<file path="src/pbrd_pkg.sv">
// ----------------------------------------------------------------------------
// PackBits decoder package
// Shared constants, register indexes, status codes and state types for the
// PackBits run-length decoder.
// ----------------------------------------------------------------------------
`default_nettype none

package pbrd_pkg;

   // Default sizes handed to the top level.
   localparam int LENGTH_BITS_DEF = 24;
   localparam int OUT_LANES_DEF   = 4;

   // Configuration register indexes.
   localparam int CSR_INDEX_W = 1;
   typedef enum logic [CSR_INDEX_W-1:0] {
      CSR_CODEC_MODE      = 1'b0,
      CSR_EXPECTED_LENGTH = 1'b1
   } csr_index_type;

   // Codec modes.
   localparam logic MODE_RAW = 1'b0;
   localparam logic MODE_RLE = 1'b1;

   // Control byte decoding.
   localparam logic [7:0] REPEAT_FLAG = 8'h80;
   localparam logic [7:0] REPEAT_MASK = 8'h7f;
   localparam logic [7:0] REPEAT_BIAS = 8'd3;
   localparam logic [7:0] LITERAL_BIAS = 8'd1;

   // End-of-stream status codes carried on each result beat.
   typedef enum logic [1:0] {
      END_CONTINUE = 2'd0,
      END_OK       = 2'd1,
      END_FAILED   = 2'd2
   } end_status_type;

   // Stream decode phase.
   typedef enum logic [1:0] {
      PHASE_CONTROL = 2'd0,
      PHASE_LITERAL = 2'd1,
      PHASE_REPEAT  = 2'd2
   } phase_type;

   // Output sequencer states.
   typedef enum logic [2:0] {
      ST_IDLE   = 3'b001,
      ST_EMIT   = 3'b010,
      ST_STATUS = 3'b100
   } seq_state_type;

endpackage

`default_nettype wire

</file>
<file path="src/pbrd_channels.sv">
// ----------------------------------------------------------------------------
// PackBits decoder channels
// Valid/ready interfaces for the compressed byte input and the packed result
// output of the PackBits run-length decoder.
// ----------------------------------------------------------------------------
`default_nettype none

interface pbrd_req_if;
   logic       valid;
   logic       ready;
   logic [7:0] source_byte;
   logic       source_last;

   modport source (output valid, output source_byte, output source_last, input ready);
   modport sink   (input valid, input source_byte, input source_last, output ready);
endinterface

interface pbrd_rsp_if #(
   parameter int OUT_LANES = pbrd_pkg::OUT_LANES_DEF
);
   localparam int BYTES_W = OUT_LANES * 8;
   localparam int CNT_W   = $clog2(OUT_LANES + 1);

   logic               valid;
   logic               ready;
   logic [BYTES_W-1:0] out_bytes;
   logic [CNT_W-1:0]   byte_count;
   logic [1:0]         end_status;
   logic               run_last;

   modport source (output valid, output out_bytes, output byte_count, output end_status,
                   output run_last, input ready);
   modport sink   (input valid, input out_bytes, input byte_count, input end_status,
                   input run_last, output ready);
endinterface

`default_nettype wire

</file>
<file path="src/pbrd_len_unit.sv">
// ----------------------------------------------------------------------------
// PackBits decoder length unit
// The shared adder and comparator that advances the decoded byte count and
// checks it against the expected stream length.
// ----------------------------------------------------------------------------
`default_nettype none

module pbrd_len_unit #(
   parameter int LENGTH_BITS = pbrd_pkg::LENGTH_BITS_DEF
) (
   input  wire logic [LENGTH_BITS-1:0] produced,
   input  wire logic [7:0]             addend,
   input  wire logic [LENGTH_BITS-1:0] expected,
   output logic      [LENGTH_BITS:0]   sum,
   output logic                        over
);

   // One extra bit keeps the carry so the compare never wraps.
   assign sum  = {1'b0, produced} + (LENGTH_BITS + 1)'(addend);
   assign over = sum > {1'b0, expected};

endmodule

`default_nettype wire

</file>
<file path="src/packbits_run_length_decoder.sv">
// A literal byte or an in-length raw byte shows its result in the cycle after it is accepted.
// A repeat byte emits ceil(n / OUT_LANES) beats, one per unstalled cycle, input held off meanwhile.
// A final byte adds one status beat; control bytes are taken one per cycle while the output is free, with no result.
// Throughput is one byte per unstalled cycle outside repeat runs and status beats, set by the single output register.
// Reset (synchronous, active high) restores codec_mode = 1, expected_length = 0
// and an empty stream, and drops any pending result.
// ----------------------------------------------------------------------------
// PackBits run-length decoder
// Decodes a PackBits byte stream or passes raw bytes, packs repeat runs into multi-byte beats and
// reports whether the stream ended with exactly the expected length.
// ----------------------------------------------------------------------------
`default_nettype none

module packbits_run_length_decoder #(
   parameter int LENGTH_BITS = pbrd_pkg::LENGTH_BITS_DEF,
   parameter int OUT_LANES   = pbrd_pkg::OUT_LANES_DEF
) (
   input  wire logic                             clock,
   input  wire logic                             reset,
   input  wire logic                             csr_wr_en,
   input  wire logic [pbrd_pkg::CSR_INDEX_W-1:0] csr_index,
   input  wire logic [LENGTH_BITS-1:0]           csr_wdata,
   pbrd_req_if.sink                              req_chan,
   pbrd_rsp_if.source                            rsp_chan
);

   localparam int BYTES_W = OUT_LANES * 8;
   localparam int CNT_W   = $clog2(OUT_LANES + 1);
   localparam logic [7:0] LANES8 = 8'(OUT_LANES);

   // Configuration registers.
   logic                   mode_ff;
   logic [LENGTH_BITS-1:0] expected_ff;

   // Stream state.
   pbrd_pkg::phase_type    phase_ff, phase_in;
   logic [7:0]             literal_rem_ff, literal_rem_in;
   logic [7:0]             repeat_len_ff, repeat_len_in;
   logic [LENGTH_BITS-1:0] produced_ff, produced_in;
   logic                   failed_ff, failed_in;

   // Output sequencer.
   pbrd_pkg::seq_state_type state_ff, state_in;
   logic [7:0]              emit_byte_ff, emit_byte_in;
   logic [7:0]              emit_left_ff, emit_left_in;
   logic                    emit_last_ff, emit_last_in;
   logic                    status_ok_ff, status_ok_in;

   // Result register.
   logic               rsp_valid_ff, rsp_valid_in;
   logic [BYTES_W-1:0] out_bytes_ff, out_bytes_in;
   logic [CNT_W-1:0]   byte_count_ff, byte_count_in;
   logic [1:0]         end_status_ff, end_status_in;
   logic               run_last_ff, run_last_in;

   // Intermediate values of one step.
   logic                   out_free;
   logic                   accept;
   logic [7:0]             in_byte;
   logic                   in_last;
   logic                   is_repeat;
   logic [7:0]             ctrl_cnt;
   logic [7:0]             rem_dec;
   logic [7:0]             addend;
   logic [LENGTH_BITS:0]   len_sum;
   logic                   len_over;
   pbrd_pkg::phase_type    phase_step;
   logic [7:0]             literal_rem_step;
   logic [7:0]             repeat_len_step;
   logic [LENGTH_BITS-1:0] produced_step;
   logic                   failed_step;
   logic                   data_load;
   logic                   repeat_start;
   logic                   step_ok;
   logic [7:0]             emit_take;
   logic [7:0]             emit_after;
   logic [BYTES_W-1:0]     emit_word;

   // Handshake.
   assign out_free       = !rsp_valid_ff || rsp_chan.ready;
   assign req_chan.ready = (state_ff == pbrd_pkg::ST_IDLE) && out_free;
   assign accept         = req_chan.valid && req_chan.ready;
   assign in_byte        = req_chan.source_byte;
   assign in_last        = req_chan.source_last;

   // Control byte decoding.
   assign is_repeat = (in_byte & pbrd_pkg::REPEAT_FLAG) != 8'd0;
   assign ctrl_cnt  = is_repeat ? (in_byte & pbrd_pkg::REPEAT_MASK) + pbrd_pkg::REPEAT_BIAS
                                : in_byte + pbrd_pkg::LITERAL_BIAS;
   assign rem_dec   = (literal_rem_ff == 8'd0) ? 8'd0 : literal_rem_ff - 8'd1;

   // The amount the length unit adds in this step.
   always_comb begin
      if (mode_ff == pbrd_pkg::MODE_RAW) begin
         addend = 8'd1;
      end else begin
         unique case (phase_ff)
            pbrd_pkg::PHASE_LITERAL: addend = 8'd1;
            pbrd_pkg::PHASE_REPEAT:  addend = repeat_len_ff;
            default:                 addend = ctrl_cnt;
         endcase
      end
   end

   pbrd_len_unit #(
      .LENGTH_BITS (LENGTH_BITS)
   ) u_len (
      .produced (produced_ff),
      .addend   (addend),
      .expected (expected_ff),
      .sum      (len_sum),
      .over     (len_over)
   );

   // Stream state update for an accepted byte.
   always_comb begin
      phase_step       = phase_ff;
      literal_rem_step = literal_rem_ff;
      repeat_len_step  = repeat_len_ff;
      produced_step    = produced_ff;
      failed_step      = failed_ff;
      data_load        = 1'b0;
      repeat_start     = 1'b0;
      if (!failed_ff) begin
         if (mode_ff == pbrd_pkg::MODE_RAW) begin
            if (len_over) begin
               failed_step = 1'b1;
            end else begin
               data_load     = 1'b1;
               produced_step = len_sum[LENGTH_BITS-1:0];
            end
         end else begin
            unique case (phase_ff)
               pbrd_pkg::PHASE_LITERAL: begin
                  data_load        = 1'b1;
                  produced_step    = len_sum[LENGTH_BITS-1:0];
                  literal_rem_step = rem_dec;
                  if (rem_dec == 8'd0) begin
                     phase_step = pbrd_pkg::PHASE_CONTROL;
                  end
               end
               pbrd_pkg::PHASE_REPEAT: begin
                  repeat_start    = 1'b1;
                  produced_step   = len_sum[LENGTH_BITS-1:0];
                  repeat_len_step = 8'd0;
                  phase_step      = pbrd_pkg::PHASE_CONTROL;
               end
               default: begin
                  if (in_last || len_over) begin
                     failed_step = 1'b1;
                  end else if (is_repeat) begin
                     repeat_len_step = ctrl_cnt;
                     phase_step      = pbrd_pkg::PHASE_REPEAT;
                  end else begin
                     literal_rem_step = ctrl_cnt;
                     phase_step       = pbrd_pkg::PHASE_LITERAL;
                  end
               end
            endcase
         end
      end
      step_ok = !failed_step && (produced_step == expected_ff) &&
                ((mode_ff == pbrd_pkg::MODE_RAW) || (phase_step == pbrd_pkg::PHASE_CONTROL));
   end

   // The end of a stream returns its state to the reset values.
   always_comb begin
      phase_in       = phase_ff;
      literal_rem_in = literal_rem_ff;
      repeat_len_in  = repeat_len_ff;
      produced_in    = produced_ff;
      failed_in      = failed_ff;
      if (accept) begin
         if (in_last) begin
            phase_in       = pbrd_pkg::PHASE_CONTROL;
            literal_rem_in = 8'd0;
            repeat_len_in  = 8'd0;
            produced_in    = '0;
            failed_in      = 1'b0;
         end else begin
            phase_in       = phase_step;
            literal_rem_in = literal_rem_step;
            repeat_len_in  = repeat_len_step;
            produced_in    = produced_step;
            failed_in      = failed_step;
         end
      end
   end

   // Packing of one repeat beat.
   assign emit_take  = (emit_left_ff < LANES8) ? emit_left_ff : LANES8;
   assign emit_after = emit_left_ff - emit_take;

   always_comb begin
      for (int i = 0; i < OUT_LANES; i++) begin
         emit_word[i*8 +: 8] = (8'(i) < emit_take) ? emit_byte_ff : 8'd0;
      end
   end

   // Output sequencer and result register loading.
   always_comb begin
      state_in      = state_ff;
      emit_byte_in  = emit_byte_ff;
      emit_left_in  = emit_left_ff;
      emit_last_in  = emit_last_ff;
      status_ok_in  = status_ok_ff;
      rsp_valid_in  = rsp_valid_ff && !rsp_chan.ready;
      out_bytes_in  = out_bytes_ff;
      byte_count_in = byte_count_ff;
      end_status_in = end_status_ff;
      run_last_in   = run_last_ff;
      unique case (state_ff)
         pbrd_pkg::ST_IDLE: begin
            if (accept) begin
               status_ok_in = step_ok;
               if (repeat_start) begin
                  state_in     = pbrd_pkg::ST_EMIT;
                  emit_byte_in = in_byte;
                  emit_left_in = repeat_len_ff;
                  emit_last_in = in_last;
               end else if (data_load) begin
                  rsp_valid_in  = 1'b1;
                  out_bytes_in  = BYTES_W'(in_byte);
                  byte_count_in = CNT_W'(1);
                  end_status_in = pbrd_pkg::END_CONTINUE;
                  run_last_in   = !in_last;
                  if (in_last) begin
                     state_in = pbrd_pkg::ST_STATUS;
                  end
               end else if (in_last) begin
                  rsp_valid_in  = 1'b1;
                  out_bytes_in  = '0;
                  byte_count_in = '0;
                  end_status_in = step_ok ? pbrd_pkg::END_OK : pbrd_pkg::END_FAILED;
                  run_last_in   = 1'b1;
               end
            end
         end
         pbrd_pkg::ST_EMIT: begin
            if (out_free) begin
               rsp_valid_in  = 1'b1;
               out_bytes_in  = emit_word;
               byte_count_in = CNT_W'(emit_take);
               end_status_in = pbrd_pkg::END_CONTINUE;
               run_last_in   = (emit_after == 8'd0) && !emit_last_ff;
               emit_left_in  = emit_after;
               if (emit_after == 8'd0) begin
                  state_in = emit_last_ff ? pbrd_pkg::ST_STATUS : pbrd_pkg::ST_IDLE;
               end
            end
         end
         pbrd_pkg::ST_STATUS: begin
            if (out_free) begin
               rsp_valid_in  = 1'b1;
               out_bytes_in  = '0;
               byte_count_in = '0;
               end_status_in = status_ok_ff ? pbrd_pkg::END_OK : pbrd_pkg::END_FAILED;
               run_last_in   = 1'b1;
               state_in      = pbrd_pkg::ST_IDLE;
            end
         end
         default: begin
            state_in = pbrd_pkg::ST_IDLE;
         end
      endcase
   end

   // Control state and configuration registers.
   always_ff @(posedge clock) begin
      if (reset) begin
         mode_ff        <= pbrd_pkg::MODE_RLE;
         expected_ff    <= '0;
         phase_ff       <= pbrd_pkg::PHASE_CONTROL;
         literal_rem_ff <= 8'd0;
         repeat_len_ff  <= 8'd0;
         produced_ff    <= '0;
         failed_ff      <= 1'b0;
         state_ff       <= pbrd_pkg::ST_IDLE;
         emit_left_ff   <= 8'd0;
         rsp_valid_ff   <= 1'b0;
      end else begin
         if (csr_wr_en) begin
            unique case (pbrd_pkg::csr_index_type'(csr_index))
               pbrd_pkg::CSR_CODEC_MODE:      mode_ff     <= csr_wdata[0];
               pbrd_pkg::CSR_EXPECTED_LENGTH: expected_ff <= csr_wdata;
               default:                       mode_ff     <= mode_ff;
            endcase
         end
         phase_ff       <= phase_in;
         literal_rem_ff <= literal_rem_in;
         repeat_len_ff  <= repeat_len_in;
         produced_ff    <= produced_in;
         failed_ff      <= failed_in;
         state_ff       <= state_in;
         emit_left_ff   <= emit_left_in;
         rsp_valid_ff   <= rsp_valid_in;
      end
   end

   // Payload registers.
   always_ff @(posedge clock) begin
      emit_byte_ff  <= emit_byte_in;
      emit_last_ff  <= emit_last_in;
      status_ok_ff  <= status_ok_in;
      out_bytes_ff  <= out_bytes_in;
      byte_count_ff <= byte_count_in;
      end_status_ff <= end_status_in;
      run_last_ff   <= run_last_in;
   end

   assign rsp_chan.valid      = rsp_valid_ff;
   assign rsp_chan.out_bytes  = out_bytes_ff;
   assign rsp_chan.byte_count = byte_count_ff;
   assign rsp_chan.end_status = end_status_ff;
   assign rsp_chan.run_last   = run_last_ff;

endmodule

`default_nettype wire

</file>
<file path="src/flat_wrapper.sv">
// flat-port wrapper written by rule: the top's interface ports become plain ports
module packbits_run_length_decoder_flat 
#(
   parameter int LENGTH_BITS = pbrd_pkg::LENGTH_BITS_DEF,
   parameter int OUT_LANES   = pbrd_pkg::OUT_LANES_DEF
)
  (clock, reset, csr_wr_en, csr_index, csr_wdata, req_chan_valid, req_chan_source_byte, req_chan_source_last, req_chan_ready, rsp_chan_valid, rsp_chan_out_bytes, rsp_chan_byte_count, rsp_chan_end_status, rsp_chan_run_last, rsp_chan_ready);
  pbrd_req_if req_chan_i ();
  pbrd_rsp_if #(.OUT_LANES(OUT_LANES)) rsp_chan_i ();
  input  wire logic clock;
  input  wire logic reset;
  input  wire logic csr_wr_en;
  input  wire logic [pbrd_pkg::CSR_INDEX_W-1:0] csr_index;
  input  wire logic [LENGTH_BITS-1:0] csr_wdata;
  input wire logic [$bits(req_chan_i.valid)-1:0] req_chan_valid;
  input wire logic [$bits(req_chan_i.source_byte)-1:0] req_chan_source_byte;
  input wire logic [$bits(req_chan_i.source_last)-1:0] req_chan_source_last;
  output wire logic [$bits(req_chan_i.ready)-1:0] req_chan_ready;
  output wire logic [$bits(rsp_chan_i.valid)-1:0] rsp_chan_valid;
  output wire logic [$bits(rsp_chan_i.out_bytes)-1:0] rsp_chan_out_bytes;
  output wire logic [$bits(rsp_chan_i.byte_count)-1:0] rsp_chan_byte_count;
  output wire logic [$bits(rsp_chan_i.end_status)-1:0] rsp_chan_end_status;
  output wire logic [$bits(rsp_chan_i.run_last)-1:0] rsp_chan_run_last;
  input wire logic [$bits(rsp_chan_i.ready)-1:0] rsp_chan_ready;
  assign req_chan_i.valid = req_chan_valid;
  assign req_chan_i.source_byte = req_chan_source_byte;
  assign req_chan_i.source_last = req_chan_source_last;
  assign req_chan_ready = req_chan_i.ready;
  assign rsp_chan_valid = rsp_chan_i.valid;
  assign rsp_chan_out_bytes = rsp_chan_i.out_bytes;
  assign rsp_chan_byte_count = rsp_chan_i.byte_count;
  assign rsp_chan_end_status = rsp_chan_i.end_status;
  assign rsp_chan_run_last = rsp_chan_i.run_last;
  assign rsp_chan_i.ready = rsp_chan_ready;
  packbits_run_length_decoder #(.LENGTH_BITS(LENGTH_BITS), .OUT_LANES(OUT_LANES)) u_core (.clock(clock), .reset(reset), .csr_wr_en(csr_wr_en), .csr_index(csr_index), .csr_wdata(csr_wdata), .req_chan(req_chan_i), .rsp_chan(rsp_chan_i));
endmodule
</file>
<file path="config.mk">
export PLATFORM = sky130hd
export DESIGN_NAME = packbits_run_length_decoder_flat
export DESIGN_NICKNAME = d
export VERILOG_FILES = /design/src/pbrd_pkg.sv /design/src/pbrd_channels.sv /design/src/pbrd_len_unit.sv /design/src/packbits_run_length_decoder.sv /design/src/flat_wrapper.sv
export SDC_FILE = /design/constraint.sdc
export NUM_CORES = 1
export LEC_CHECK = 0
export BUFFER_PORTS_ARGS = -buffer_cell sky130_fd_sc_hd__buf_4
export CORE_MARGIN = 2
export CORE_UTILIZATION = 65
export CTS_BUF_LIST = sky130_fd_sc_hd__clkbuf_4 sky130_fd_sc_hd__clkbuf_8 sky130_fd_sc_hd__clkbuf_16
export CTS_CLUSTER_DIAMETER = 120
export DETAILED_ROUTE_END_ITERATION = 16
export PLACE_DENSITY = 0.86
export SLEW_MARGIN = 10
export SYNTH_ARGS = -nofsm -noshare
export SYNTH_HDL_FRONTEND = slang
export SYNTH_SLANG_ARGS = --single-unit
</file>
<file path="constraint.sdc">
create_clock -name clock -period 12.3 [get_ports clock]
set_input_delay 0.615 -clock clock [delete_from_list [all_inputs] [get_ports clock]]
set_output_delay 0.615 -clock clock [all_outputs]
set_load 0.02 [all_outputs]
</file>
=== After elaboration in Yosys (flattened, before gate mapping) ===
Index checks and enable logic that the tools add are counted.

* Muxes and demuxes: 95
* Add/sub/neg operators: 5
* Bitwise logic cells: 2
* Magnitude comparators: 6
* Equal/unequal tests: 21
* Reductions and logical operators: 33

{| class="wikitable"
|+ Operators with widths
! cell !! count
|-
| $mux 32 || 6
|-
| $mux 8 || 21
|-
| $mux 24 || 5
|-
| $pmux 32 s3 || 1
|-
| $pmux 8 s2 || 4
|-
| $mux 3 || 14
|-
| $mux 2 || 14
|-
| $add 24x8->25 || 1
|-
| $gt 25x24->1 || 1
|-
| $eq 24x24->1 || 1
|-
| $logic_not 8->1 || 3
|-
| $mux 1 || 24
|-
| $reduce_and 6->1 || 4
|-
| $pmux 3 s3 || 2
|-
| $lt 1x8->1 const A || 2
|-
| $lt 2x8->1 const A || 2
|-
| $ne 2x1->1 const B || 5
|-
| $add 7x2->8 const B || 1
|-
| $add 8x1->8 const B || 1
|-
| $lt 8x3->1 const B || 1
|-
| $ne 2x2->1 const B || 4
|-
| $sub 8x1->8 const B || 1
|-
| $sub 8x8->8 || 1
|-
| $logic_and 1x1->1 || 6
|-
| 22 further kinds || 37
|}

* Logic and storage cells: 179
* Register bits after elaboration: 128

=== Longest topological paths before layout ===
Gate-level depths: netlist of the first run.

* Depth in word-level cells: 20
* Gate-level depth with buffers: 32
* Depth with buffers taken out: 29

=== By module ===
A second synthesis of the first run with hierarchy kept.

* Cells, all modules: 972
* Area, all modules: 7,987.7 µm²

{| class="wikitable"
|+ By module, submodules not included
! module !! sequential area each (µm²) !! area an instance (µm²) !! times used !! cells each
|-
| packbits_run_length_decoder || 3,042.9 || 6,475.0 || 1 || 758
|-
| pbrd_len_unit || 0.0 || 1,512.7 || 1 || 214
|}

=== Worst setup path before layout of the first run ===
No wires, ideal clock.

* Path kind: register to register
* Start: register u_core.phase_ff[0]
* End: register u_core.byte_count_ff[0], in the netlist u_core.rsp_chan.byte_count[0] (enable)
* Stages on the path, launching flop included: 29
* Setup slack: 4.443 ns
* Data required time: 11.867 ns
* Arrival time: 7.424 ns
* Library setup time: 0.433 ns
* Clock period less this slack: 7.857 ns
* Path through: dfxtp_1 -> inv_1 -> ha_1 -> clkinv_1 -> clkbuf_1 -> clkbuf_1 -> nor2_1 -> o21ai_0 -> ha_1 -> inv_1 -> fa_1 -> nor2b_1 -> o31a_1 -> a41oi_2 -> buf_2 -> nor4_1 -> xor2_1 -> ha_1 -> nand2_1 -> nor3_4 -> and3_1 -> a21oi_2 -> and3_1 -> nor3_1 -> a21boi_0 -> o2111ai_1 -> a21oi_1 -> a21oi_1 -> nor2_1

* Word-level cells in the longest chain between the ends: 10
* Elaborated cells between the ends (all ways): 16
* Those cells by class: 1 x add/sub; 1 x order compare; 4 x eq/ne; 9 x mux; 1 x reduce/logical

{| class="wikitable"
|+ RTL lines
! element !! RTL line !! source
|-
| start: declaration || packbits_run_length_decoder.sv:36 || <nowiki>pbrd_pkg::phase_type phase_ff, phase_in;</nowiki>
|-
| start signal: assignment || packbits_run_length_decoder.sv:273 || <nowiki>phase_ff <= pbrd_pkg::PHASE_CONTROL;</nowiki>
|-
| start signal: assignment || packbits_run_length_decoder.sv:289 || <nowiki>phase_ff <= phase_in;</nowiki>
|-
| $eq 2x2->1 / $eq 2x1->1 (equally long branches) || packbits_run_length_decoder.sv:97, packbits_run_length_decoder.sv:133 ||
|-
| $pmux 8 s2 || packbits_run_length_decoder.sv:97 || <nowiki>unique case (phase_ff)</nowiki>
|-
| $mux 8 || packbits_run_length_decoder.sv:94 || <nowiki>if (mode_ff == pbrd_pkg::MODE_RAW) begin</nowiki>
|-
| $add 24x8->25 || pbrd_len_unit.sv:19 || <nowiki>assign sum = {1'b0, produced} + (LENGTH_BITS + 1)'(addend);</nowiki>
|-
| $gt 25x24->1 || pbrd_len_unit.sv:20 || <nowiki>assign over = sum > {1'b0, expected};</nowiki>
|-
| $mux 1 || packbits_run_length_decoder.sv:126 || <nowiki>if (len_over) begin</nowiki>
|-
| $mux 1 || packbits_run_length_decoder.sv:125 || <nowiki>if (mode_ff == pbrd_pkg::MODE_RAW) begin</nowiki>
|-
| $mux 1 || packbits_run_length_decoder.sv:124 || <nowiki>if (!failed_ff) begin</nowiki>
|-
| $ne 3x2->1 (no line) || -- ||
|-
| $reduce_and 6->1 (no line) (*) || -- ||
|-
| end signal: assignment || packbits_run_length_decoder.sv:306 || <nowiki>byte_count_ff <= byte_count_in;</nowiki>
|-
| end: declaration || packbits_run_length_decoder.sv:52 || <nowiki>logic [CNT_W-1:0] byte_count_ff, byte_count_in;</nowiki>
|}

Mark *: on every way between the ends. The rest lies on a longest branch, timed or not.
A chain may end at the register's enable or synchronous reset.

=== Final worst setup path of the first run ===
* Start: register u_core.phase_ff[0]
* End: register u_core.out_bytes_ff[6], in the netlist u_core.rsp_chan.out_bytes[6] (enable)

* Word-level cells in the longest chain between the ends: 10
* Elaborated cells between the ends (all ways): 16
* Those cells by class: 1 x add/sub; 1 x order compare; 4 x eq/ne; 9 x mux; 1 x reduce/logical

{| class="wikitable"
|+ RTL lines
! element !! RTL line !! source
|-
| $eq 2x2->1 / $eq 2x1->1 (equally long branches) || packbits_run_length_decoder.sv:97, packbits_run_length_decoder.sv:133 ||
|-
| $pmux 8 s2 || packbits_run_length_decoder.sv:97 ||
|-
| $mux 8 || packbits_run_length_decoder.sv:94 ||
|-
| $add 24x8->25 || pbrd_len_unit.sv:19 ||
|-
| $gt 25x24->1 || pbrd_len_unit.sv:20 ||
|-
| $mux 1 || packbits_run_length_decoder.sv:126 ||
|-
| $mux 1 || packbits_run_length_decoder.sv:125 ||
|-
| $mux 1 || packbits_run_length_decoder.sv:124 ||
|-
| $ne 3x2->1 (no line) || -- ||
|-
| $reduce_and 6->1 (no line) (*) || -- ||
|-
| end signal: assignment || packbits_run_length_decoder.sv:305 || <nowiki>out_bytes_ff <= out_bytes_in;</nowiki>
|-
| end: declaration || packbits_run_length_decoder.sv:51 || <nowiki>logic [BYTES_W-1:0] out_bytes_ff, out_bytes_in;</nowiki>
|}

Marks and branches as above.

==> results of run 1 <==
[cells in the mapped netlist (all sizes together) (3+ instances only)]
master   instances  area, µm²
and2             5       31.3
or3             12       75.1
edfxtp          48       1440
a31oi           12       75.1
mux2i            8       80.1
o22a             4       35.0
ha              39        488
nor2b            7       43.8
xnor2           36        315
o22ai            6       37.5
nand3           19        100
a32o             8       80.1
o2111ai          5       43.8
a211oi           9       72.6
a2111oi          4       41.3
inv             43        161
o32ai            4       35.0
nand2b           7       43.8
a211o            3       26.3
nor2           151        567
a32oi            3       26.3
dfxtp           80       1600
nand2          117        439
nor4            11       75.1
o21bai           3       22.5
or2              5       31.3
a31o             3       26.3
nand3b           3       22.5
o211ai           4       30.0
clkbuf          53        200
buf              7       32.5
o21a             6       45.0
and3            11       68.8
nand4           11       68.8
o221ai           3       32.5
xor2            20        175
a221oi           3       26.3
a22oi            9       67.6
a21oi          113        569
o21ai           48        240
and4             4       35.0
nor3            50        262
a21o             6       45.0
[cells in the final DEF (no fill, tap or decap), drive strengths merged, types with 6 or more instances in the layout]
cell	instances
edfxtp	48
nor3	50
buf	84
a22oi	9
nor2	151
dfxtp	80
a31oi	12
nand2b	7
clkbuf	21
and3	11
mux2i	8
a21o	6
nand3	19
nand4	11
xnor2	36
inv	47
o21ai	48
ha	39
nand2	117
a211oi	9
nor4	11
a21oi	113
o21a	6
xor2	20
nor2b	7
or3	12
clkinv	6
a32o	8
o22ai	6
[power breakdown]
group / total, mW / internal, mW / leakage [nW] / switching (mW)
logic: 0.497 / 0.176 / 2.18 / 0.321
clock network: 0.521 / 0.319 / 0.300 / 0.202
registers: 0.533 / 0.491 / 1.11 / 0.0418
total: 1.55 / 0.986 / 3.59 / 0.565
[logic make-up (layout without fill, tap and decap cells)]
family / count (synthesis) / in the layout / share of synthesized area
other cells: 1 / 1 / 0.000456
buf+inv: 104 / 160 / 0.0483
simple gates: 417 / 417 / 0.230
fa+ha+maj: 42 / 42 / 0.0641
xor+xnor: 56 / 56 / 0.0596
compound gates: 277 / 277 / 0.216
mux: 9 / 9 / 0.0111
flops: 128 / 128 / 0.370
[final cells by class]
cell class,count,area (µm²)
inverters,44,165
repair buffers,84,631
clock buffers,21,473
fillers,907,3010
multi-input cells,802,4800
flip-flops and latches,128,3040
well taps,172,215
clock inverters,11,128
[critical path, cell delays in order, from the launching register on]
cell and delay (ns):
dfxtp_1 0.36, inv_1 0.08, ha_1 0.51, clkinv_1 0.61
a31oi_1 0.35, nor2_1 0.07, ha_1 0.40, a2111oi_0 0.38
o21ai_0 0.18, a31oi_1 0.66, nor2_1 0.20, and3_1 0.26
xor2_1 0.15, ha_1 0.29, nand3_2 0.12, nor3_4 0.37
and3_1 0.23, a21oi_2 0.07, and3_1 0.23, nor3_1 0.73
a21boi_0 0.53, o2111ai_1 0.16, a21oi_1 0.17, a21oi_1 0.09
nor2_4 0.79
[final timing paths]
check	from	endpoint	slack, ns
worst min register to register	u_core.expected_ff[9]	u_core.expected_ff[9]	0.45
worst max register to register	u_core.phase_ff[0]	u_core.rsp_chan.out_bytes[6]	3.88
worst min-delay path	csr_wdata[0]	u_core.mode_ff	0.39
worst max-delay path	u_core.phase_ff[0]	u_core.rsp_chan.out_bytes[6]	3.88
[metrics by stage]
step	power [mW]	area [µm²]
final	1.55	9450
after global routing	1.61	9450
after CTS	1.53	9450
after detailed placement	1.02	8850
after global placement	1.02	8850
after floorplan	0.865	8230
[flip-flops by register name, summed over array words and instances (netlist names), 2 cells and up]
register / cells
u_core.emit_byte_ff: 8
u_core.phase_ff: 2
u_core.emit_left_ff: 8
u_core.rsp_chan.out_bytes: 32
u_core.state_ff: 3
u_core.produced_ff: 24
u_core.literal_rem_ff: 8
u_core.rsp_chan.byte_count: 3
u_core.repeat_len_ff: 8
u_core.expected_ff: 24
u_core.rsp_chan.end_status: 2
[per-layer routing]
metal  share of wire  wire, µm  global-route usage
met4           0.065      1610               0.231
met1            0.39      9540               0.455
met5               0         0                   0
met2            0.46     11500               0.604
met3           0.084      2070              0.0794
==> impl_metrics.py, run 1 <==
metrics = {
    "detailed_routing": {
        "drcViolationCount": 0,
        "dr.pass1.iters": 7,
        "drtIter0Drc": 1310,
        "drt_wl_total_mm": 24.7,
        "final_antenna_net_count": 0,
        "vias_per_cell": 6.44,
        "detail_route.wl_per_cell_um": 19.6,
        "vias": 8121,
    },
    "clocking": {
        "clock-root-buffer": "clkbuf_16",
        "clk_latency_ns": 0.43,
        "cts_resized": 0,
        "cts_buffers": 17,
        "cts-htree-levels": 4,
        "cts_hold_repair.buffers": 0,
        "cts_buffer_depth": 2,
        "clock-sinks": 128,
        "cts_setup_buffers": 0,
        "cts_tree": "yes",
        "clk_pin_slew_ns": 0.06,
    },
    "global_route": {
        "grt_pass1_vias": 7431,
        "grt-ovfl-total": 0,
        "grtUsageTotal": 0.373,
        "grt_pass1_wl_mm": 38.7,
        "antenna_found_initial": 0,
        "grt_max_degree": 82,
    },
    "yosys": {
        "async_reset_ff_frac": 0,
        "synth.avg_cell_area_um2": 7.96,
        "netlist-cell-type-count": 80,
        "synth_edf_count": 48,
        "syn_nets": 1113,
        "syn-instance-count": 1034,
        "synth_seq_area_share": 0.370,
        "synth.yosys.warnings": 0,
        "syn-cell-area_um2": 8230,
        "ys_ff_latch": 128,
        "synth-main-ff-cell": "dfxtp_1",
    },
    "placement": {
        "routabilityCongestion": 1.02,
        "placed_cells": 1230,
        "place.port_buffers": 78,
        "post-dp-hpwl_mm": 17.5,
        "place_ws_ns": 4.14,
    },
    "timing": {
        "clock-skew-final_ns": 0.00848,
        "rsz0062_at_grt": "no",
        "setup_violations": 0,
        "holdWs_ns": 0.392,
        "period_minus_slack_ns": 8.42,
        "slew_viol_final": 0,
        "clock.fmax_mhz": 119,
        "final.setup.tns_ns": 0,
        "worst_pin_slew_ns": 1.11,
        "layout_setup_ws_ns": 3.88,
        "timing.final.crit_share": 0.684,
        "max_slew_margin": 0.254,
        "hold_violations": 0,
    },
    "finish": {
        "stdcell_count": 1262,
        "antenna_cells": 0,
        "drive_above_1_share": 0.122,
        "nets": 1156,
        "utilization": 0.758,
        "synthToLayoutAreaGrowth_pct": 14.8,
    },
    "job": {
        "maxCapViolations": 0,
    },
    "run_status": {
        "status": "finished, final reports clean",
    },
    "setup_path": {
        "crit_arrival_ns": 8.47,
        "required_ns": 12.35,
        "cp_max_fo": 38,
        "startpoint_type": "register",
        "crit_type": "register to register",
        "end_kind": "register",
        "r2r_cells": 24,
    },
    "floorplanning": {
        "die_w_um": 117,
        "fp-row-count": 41,
        "io_pins": 79,
        "core_area_um2": 12500,
        "initial_core_util": 0.660,
        "design.die.area_um2": 13600,
        "die_h_um": 117,
    },
    "hold_path": {
        "worst_hold_path_type": "input port to register",
        "hold_depth": 2,
    },
    "pwr": {
        "p_per_area_nw_per_um2": 164,
        "leakage_nw": 3.59,
        "peakVddDrop_v": 0.000103,
    },
}
(Power assumes the default switching activity.)
==> run 2: changes to the inputs <==
--- a/config.mk
+++ b/config.mk
@@ -7,11 +7,11 @@
 export LEC_CHECK = 0
 export BUFFER_PORTS_ARGS = -buffer_cell sky130_fd_sc_hd__buf_4
 export CORE_MARGIN = 2
-export CORE_UTILIZATION = 65
+export CORE_UTILIZATION = 60
 export CTS_BUF_LIST = sky130_fd_sc_hd__clkbuf_4 sky130_fd_sc_hd__clkbuf_8 sky130_fd_sc_hd__clkbuf_16
 export CTS_CLUSTER_DIAMETER = 120
 export DETAILED_ROUTE_END_ITERATION = 16
-export PLACE_DENSITY = 0.86
+export PLACE_DENSITY = 0.81
 export SLEW_MARGIN = 10
 export SYNTH_ARGS = -nofsm -noshare
 export SYNTH_HDL_FRONTEND = slang
==> constraint.sdc (replaced) <==
create_clock -name clock -period 8.4 [get_ports clock]
set_input_delay 0.42 -clock clock [delete_from_list [all_inputs] [get_ports clock]]
set_output_delay 0.42 -clock clock [all_outputs]
set_load 0.02 [all_outputs]
==> impl_metrics.py, run 2 (synthesis results as in run 1) <==
metrics = {
    "timing": {
        "setup_violations": 0,
        "final.setup.tns_ns": 0,
        "max_slew_margin": 0.262,
        "timing.final.crit_share": 0.933,
        "period_minus_slack_ns": 7.83,
        "rsz0062_at_grt": "no",
        "clock-skew-final_ns": 0.0152,
        "slew_viol_final": 0,
        "clock.fmax_mhz": 128,
        "layout_setup_ws_ns": 0.566,
        "hold_violations": 0,
        "worst_pin_slew_ns": 1.10,
    },
    "detailed_routing": {
        "wl_met3_mm": 1.97,
        "dr_wl_met2_mm": 11.9,
        "drtIter0Drc": 1007,
        "drcViolationCount": 0,
        "met1_length_mm": 10.2,
        "final_antenna_net_count": 0,
        "detail_route.wl_per_cell_um": 20.2,
        "vias_per_cell": 6.43,
        "dr.pass1.iters": 5,
        "highest_layer": "met4",
        "drt_wl_total_mm": 25.5,
        "vias": 8145,
    },
    "pwr": {
        "swShare": 0.358,
        "peakVddDrop_v": 0.000156,
        "power.share.sequential": 0.334,
        "comb_power_share": 0.314,
        "p_per_area_nw_per_um2": 246,
        "p_int_mw": 1.50,
        "leakage_nw": 3.60,
        "switchingPower_uw": 836,
        "p_clk_frac": 0.352,
    },
    "placement": {
        "routabilityCongestion": 1.04,
        "placed_cells": 1235,
        "place_area_um2": 8860,
        "place_ws_ns": 0.813,
        "place.port_buffers": 78,
        "post-dp-hpwl_mm": 18.1,
    },
    "finish": {
        "synthToLayoutAreaGrowth_pct": 15.5,
        "largest_register_ffs": 32,
        "stdcell_count": 1266,
        "regArea_um2": 3040,
        "drive_above_1_share": 0.121,
        "multi_input_area_um2": 4800,
        "antenna_cells": 0,
        "nets": 1157,
        "n_fill_cell": 1062,
        "layout_commonest_cell": "nor2_1",
        "layout_common_cells": "nor2_1, nand2_1, a21oi_1",
        "utilization": 0.715,
        "design_area_um2": 9510,
    },
    "setup_path": {
        "end_kind": "register",
        "startpoint_type": "register",
        "crit_type": "register to register",
        "cp_max_fo": 25,
        "crit_arrival_ns": 8.02,
        "required_ns": 8.58,
    },
    "clocking": {
        "cts-htree-levels": 4,
        "cts_tree": "yes",
        "clock-root-buffer": "clkbuf_16",
        "clk_latency_ns": 0.43,
        "clk_pin_slew_ns": 0.06,
        "clock-sinks": 128,
        "cts_buffer_depth": 2,
        "cts_buffers": 17,
    },
    "floorplanning": {
        "io_pins": 79,
        "die_w_um": 121,
        "fp-row-count": 42,
        "core_area_um2": 13300,
        "die_h_um": 121,
        "initial_core_util": 0.619,
        "design.die.area_um2": 14700,
    },
    "global_route": {
        "grt_max_degree": 82,
        "grtUsageTotal": 0.355,
        "grt_pass1_vias": 7498,
        "grt_pass1_wl_mm": 40.4,
        "antenna_found_initial": 0,
        "grt-ovfl-total": 0,
    },
    "job": {
        "maxCapViolations": 0,
    },
    "hold_path": {
        "worst_hold_path_type": "input port to register",
    },
    "run_status": {
        "status": "finished, final reports clean",
    },
}
## run 2: cell count changes in the layout (fill, tap and decap cells not counted), sizes merged
cell and change:
clkbuf -4, inv -2, bufinv +3, clkinvlp +2, buf +1
## run 2: layout make-up
type,count,share of cell area
timing repair buffer,85,0.0671
sequential,128,0.320
multi-input combinational,802,0.505
clock inverter,14,0.0222
tap,176,0.0232
inverter,44,0.0174
clock buffer,17,0.0447
## run 2: repair_timing
action	in CTS	in global routing
setup endpoints to repair	0	2
setup buffers	0	0
gates resized for setup	0	1
hold buffers	0	0
## run 2: final timing paths
check / startpoint / endpoint / slack, ns / cells after the start
setup / recovery: u_core.phase_ff[0] / u_core.rsp_chan.end_status[1] / 0.57 / 26
hold reg to reg: u_core.expected_ff[9] / u_core.expected_ff[9] / 0.45 / 2
hold / removal: csr_wdata[0] / u_core.mode_ff / 0.21 / 2
setup reg to reg: u_core.phase_ff[0] / u_core.rsp_chan.end_status[1] / 0.57 / 26
## run 2: layer usage
layer,GRT usage,up-vias
li1,-,3809
met2,0.589,497
met3,0.0611,106
met4,0.190,0
met1,0.442,3733
met5,0,-
## run 2: power groups by stage
| stage | sequential (mW) | combinational, mW | clock (mW) |
|---|---|---|---|
| 2_1_floorplan | 0.805 | 0.462 | 0 |
| 4_1_cts | 0.780 | 0.716 | 0.819 |
| 3_3_place_gp | 0.791 | 0.706 | 0 |
| 5_1_grt | 0.786 | 0.795 | 0.846 |
| 6_report | 0.782 | 0.734 | 0.822 |
| 3_5_place_dp | 0.792 | 0.707 | 0 |
## run 2: worst max-delay path, cell delays in order (launching register included)
cell and delay, ns:
dfxtp_1 0.35, inv_1 0.07, ha_1 0.48, clkinv_1 0.59
o21ai_0 0.33, and2_1 0.17, inv_1 0.06, fa_1 0.42
nor2b_1 0.16, o31a_1 0.24, a41oi_2 0.26, nor2_1 0.41
nand3_1 0.24, xnor2_1 0.20, ha_1 0.32, nand4_1 0.10
nor3_1 0.37, o221ai_1 0.22, a21oi_2 0.32, nand2_1 0.24
a2111oi_0 0.58, o2111a_1 0.28, o2111ai_1 0.17, or3_1 0.41
nor4_2 0.36, a21oi_1 0.08, a21o_1 0.16
## run 2: metrics by stage
stage | total power, mW | hold slack [ns]
floorplan | 1.27 | 0.436
global placement | 1.50 | 0.444
detailed placement | 1.50 | 0.449
CTS | 2.31 | 0.208
global route | 2.43 | 0.213
finish | 2.34 | 0.211
